File: src/hw/rtl/npq_pkg.sv
// Shared types and constants for the nearest point and radius query block.
package npq_pkg;

   localparam int DIM        = 7;
   localparam int COORD_BITS = 24;
   localparam int LABEL_W    = 16;
   localparam int SLOT_W     = 10;
   localparam int COUNT_W    = 11;
   localparam int RADIUS_W   = 27;
   localparam int DIST_W     = 27;
   localparam int CSR_IDX_W  = 2;

   localparam int DIFF_W  = COORD_BITS + 1;
   localparam int SQ_W    = 2 * DIFF_W;
   localparam int LANES   = 8;
   localparam int PAIRS   = LANES / 2;
   localparam int D2_W    = SQ_W + 3;
   localparam int R2_W    = 2 * RADIUS_W;
   localparam int ROOT_W  = D2_W + (D2_W % 2);
   localparam int NSTAGE  = 5;
   localparam int POINT_W = DIM * COORD_BITS;

   localparam logic [CSR_IDX_W-1:0] CSR_POINT_COUNT = 2'd0;
   localparam logic [CSR_IDX_W-1:0] CSR_RADIUS      = 2'd1;

   localparam logic MODE_LOAD  = 1'b0;
   localparam logic MODE_QUERY = 1'b1;

   typedef struct packed {
      logic load_write;
      logic query_start;
      logic scan_en;
      logic root_start;
      logic root_step;
      logic out_load;
   } npq_cmd_type;

   typedef struct packed {
      logic scan_done;
      logic pipe_empty;
      logic root_done;
      logic out_free;
   } npq_status_type;

endpackage

File: src/hw/rtl/npq_ctrl.sv
// Sequencer for loads, the table scan, the square root and the result hand-off.
module npq_ctrl (
   input  logic                   clock,
   input  logic                   reset,
   input  logic                   req_valid,
   input  logic                   req_mode,
   output logic                   req_ready,
   input  npq_pkg::npq_status_type status,
   output npq_pkg::npq_cmd_type    cmd
);

   localparam logic [2:0] ST_IDLE   = 3'd0;
   localparam logic [2:0] ST_SCAN   = 3'd1;
   localparam logic [2:0] ST_ROOT   = 3'd2;
   localparam logic [2:0] ST_FINISH = 3'd3;

   logic [2:0] state_ff;
   logic [2:0] state_in;
   logic       req_beat;

   assign req_ready = (state_ff == ST_IDLE);
   assign req_beat  = req_valid && req_ready;

   always_comb begin
      state_in = state_ff;
      cmd      = '0;
      case (state_ff)
         ST_IDLE: begin
            cmd.load_write  = req_beat && (req_mode == npq_pkg::MODE_LOAD);
            cmd.query_start = req_beat && (req_mode == npq_pkg::MODE_QUERY);
            if (cmd.query_start) begin
               state_in = ST_SCAN;
            end
         end
         ST_SCAN: begin
            cmd.scan_en = 1'b1;
            if (status.scan_done && status.pipe_empty) begin
               cmd.root_start = 1'b1;
               state_in       = ST_ROOT;
            end
         end
         ST_ROOT: begin
            cmd.root_step = !status.root_done;
            if (status.root_done) begin
               state_in = ST_FINISH;
            end
         end
         ST_FINISH: begin
            if (status.out_free) begin
               cmd.out_load = 1'b1;
               state_in     = ST_IDLE;
            end
         end
         default: begin
            state_in = ST_IDLE;
         end
      endcase
   end

   always_ff @(posedge clock) begin
      if (reset) begin
         state_ff <= ST_IDLE;
      end else begin
         state_ff <= state_in;
      end
   end

endmodule

File: config.mk
export PLATFORM = sky130hd
export DESIGN_NAME = npq_ctrl
export DESIGN_NICKNAME = d
export VERILOG_FILES = /design/src/hw/rtl/npq_pkg.sv /design/src/hw/rtl/npq_ctrl.sv
export SDC_FILE = /design/constraint.sdc
export NUM_CORES = 1
export LEC_CHECK = 0
export CELL_PAD_IN_SITES_DETAIL_PLACEMENT = 0
export CELL_PAD_IN_SITES_GLOBAL_PLACEMENT = 1
export CORE_AREA = 4 4 41 43
export DETAILED_ROUTE_END_ITERATION = 16
export DIE_AREA = 0 0 45 47
export DONT_BUFFER_PORTS = 1
export PLACE_DENSITY_LB_ADDON = 0.1
export SETUP_SLACK_MARGIN = 0.3
export SYNTH_ARGS = -nofsm -noshare
export SYNTH_HDL_FRONTEND = slang
export SYNTH_SLANG_ARGS = --single-unit
File: constraint.sdc
create_clock -name clock -period 4.6 [get_ports clock]
set_clock_uncertainty 0.2 [all_clocks]
set_input_delay 0 -clock clock [delete_from_list [all_inputs] [get_ports clock]]
set_output_delay 0 -clock clock [all_outputs]
set_load 0.02 [all_outputs]
==> results.cfg <==
[sta]
setup-tns-final_ps = 0
slew_violations = 0
slew-limit-headroom_pct = 69.3
worst-slew-pin-transition_ps = 460
layout_worst_path_cycle_share_pct = 51.7
finalCriticalPeriod_ps = 2380
grt_setup_unrepaired = false
number_of_hold_violations_in_the_final_report = 0
layout_setup_ws_ps = 2220
setup_violations = 0
timing.fmax_ghz = 0.420

[critical_path]
critical_path_class = input port to flop
crit_cells = 6
worstReg2RegStart = state_ff[0]
critPathSlowestCell = dlygate4sd3_1
timing.critical_path.mode_cell = dlygate4sd3_1
critical_path.max_fanout = 2
cp-start-kind = input port
top_delay_family_on_crit_path = buffers and inverters
timing.critical_path.from = status[2]
critPathCaptureType = flop
arrival_ps = 2280
timing.critical_path.required_ps = 4500
critical_path.reg2reg.endpoint = state_ff[0]
worst-path-buf-inv = 3
crit_chain = dlygate4sd3_1 -> nand2_1 -> dlygate4sd3_1 -> a2111o_1 -> dlygate4sd3_1 -> mux2i_1
timing.reg2reg.worst_path_depth = 6
reg2reg_setup_slack_ps = 2230
critical_path.max_stage_delay_ps = 590

[logic_synthesis]
mappedNetlistArea_um2 = 215
synth_fp_nets = 37
synth.area.top_cells = ha_1, dfxtp_1, mux2i_1, nand2b_1, nor2b_4
post_synth_inst_count = 25
synthDistinctLibCells = 14
synthesis.yosys.warnings = 0
netlist.area_leader.share_pct = 23.3
yosysSeqAreaShare_pct = 18.6
synth-seq-cells = 2
post-synth-top-area-cell = ha_1
avgSynthCellArea_um2 = 8.61

[layout]
area_growth_syn_to_layout_pct = 61.0
largest_registers = state_ff: 2 flops
antenna_cells_inserted = 0
largest_reg_flops = 2
nets = 51
most_frequent_standard_cell_in_the_layout_excluding_fill_and_tap_cells = dlygate4sd3_1
largest_register = state_ff
final_layout_size_suffix_gt1_share_pct = 13.5
layout_common_cells = dlygate4sd3_1, ha_1, nand2b_1, clkbuf_4

[detailed_routing]
initialDrtViolationCount = 0
drt-vias-per-instance = 4.02
met3WireLength_um = 51
vias = 209
drc = 0
met1_wirelength_um = 236
routedWlPerCell_um = 10.8
drt-pass1-iter-count = 1
number_of_nets_still_failing_antenna_checks_after_routing = 0
wirelength_um = 560
wl_met2_um = 262
topRoutingLayerUsed = met4

[worst_hold_path]
min_from = status[2]
min_to = cmd[2]
timing.hold.worst_path_depth = 1
worst_hold_path_class = input port to primary output

[clock_tree]
postCtsSetupRepairBufs = 0
ctsRootBufferMaster = clkbuf_4
num_cts_buffers = 3
clk_path_buf_depth = 2
clock_slew_at_reported_path_ffs_ps = 30
post_cts_resize_count = 0
h-tree-depth = 1
tritoncts = yes
insertion_delay_ps = 220
tritoncts_num_sinks = 2

[grt]
grt_max_degree = 6
grt-ovfl-total = 0
number_of_antenna_violations_at_the_first_check_in_global_routing = 0
first_pass_grt_wire_length_um = 876
grt_usage_pct = 6.39
number_of_global_route_vias_before_repair = 225

[power]
power.leakage_uw = 0.000161
power_density_cells_nw_per_um2 = 563
peakVddDrop_mv = 0.190

[floorplan]
design.portCount = 15
placementRows = 13
floorplan.initialDensity_pct = 16.5
coreArea_um2 = 1300
dieArea_um2 = 2120
die_x_um = 45
chipHeight_um = 47

[job]
maxCapViolations = 0

[place]
place_congestion = 0.744
pre_cts_ws_ps = 2780
dp_hpwl_um = 450
place.port_buffers = 0

[status]
result_of_the_run = finished clean
==> cells by family (layout without fill, tap and decap cells) <==
group | count (synthesis) | count (layout) | synth area share (%)
fa+ha+maj | 4 | 4 | 23.3
compound gates | 3 | 3 | 11.0
simple gates | 12 | 12 | 34.3
mux | 2 | 2 | 9.30
buf+inv | 2 | 14 | 3.49
flops | 2 | 2 | 18.6
==> area by class of cell <==
| type | count | area (µm²) |
|---|---|---|
| clock buffer | 3 | 22.5 |
| fill | 144 | 955 |
| inverter | 2 | 7.51 |
| multi-input combinational | 21 | 168 |
| sequential | 2 | 40.0 |
| tap | 15 | 18.8 |
| timing repair buffer | 9 | 90.1 |
==> worst reg2reg max path: stages (launching register included) <==
cell and delay [ps]:
dfxtp_1 370, inv_1 80, ha_1 320, a21boi_0 180, a2111o_1 380, dlygate4sd3_1 590
mux2i_1 130
==> cell usage after synthesis <==
library cell	n
a2111o_1	1
a21boi_0	1
and2_2	1
and3_1	2
dfxtp_1	2
ha_1	4
inv_1	2
mux2i_1	2
nand2_1	2
nand2b_1	3
nor2_1	2
nor2b_1	1
nor2b_4	1
o21ai_0	1
==> per-layer routing <==
| layer | up-vias | track usage, % |
|---|---|---|
| met3 | 2 | 2.68 |
| met2 | 9 | 10.5 |
| met5 | - | 0 |
| met4 | 0 | 7.02 |
| li1 | 107 | - |
| met1 | 91 | 5.66 |
==> timing repair <==
item / 4_1_cts / 5_1_grt
endpoints found under the hold margin: 5 / 0
endpoints found under the setup margin: 0 / 0
hold buffers: 9 / 0
==> per-stage QoR <==
| stage | util, % | std cells | power (µW) | instance area, µm² | hold slack [ps] |
|---|---|---|---|---|---|
| 6_report | 26.6 | 52 | 195 | 347 | 15.5 |
| 5_1_grt | 26.6 | 52 | 214 | 347 | 21.5 |
| 4_1_cts | 26.6 | 52 | 201 | 347 | 16.5 |
| 3_5_place_dp | 18.0 | 40 | 139 | 234 | -115 |
| 3_3_place_gp | 18.0 | 40 | 137 | 234 | -113 |
| 2_1_floorplan | - | 25 | 119 | 215 | -120 |
==> worst max-delay path by stage <==
| stage | endpoint | slack (ps) |
|---|---|---|
| after CTS | state_ff[0] | 2210 |
| after detailed placement | state_ff[0] | 2780 |
| after global routing | state_ff[0] | 2120 |
| after floorplan | state_ff[0] | 2910 |
| final | state_ff[0] | 2220 |
| after global placement | state_ff[1] | 2810 |
==> power by group <==
part,internal (µW),switching [µW]
logic,55.8,67.3
clock network,28.7,9.31
registers,25.7,8.34
Note: power is estimated with default switching activity, not from simulation.
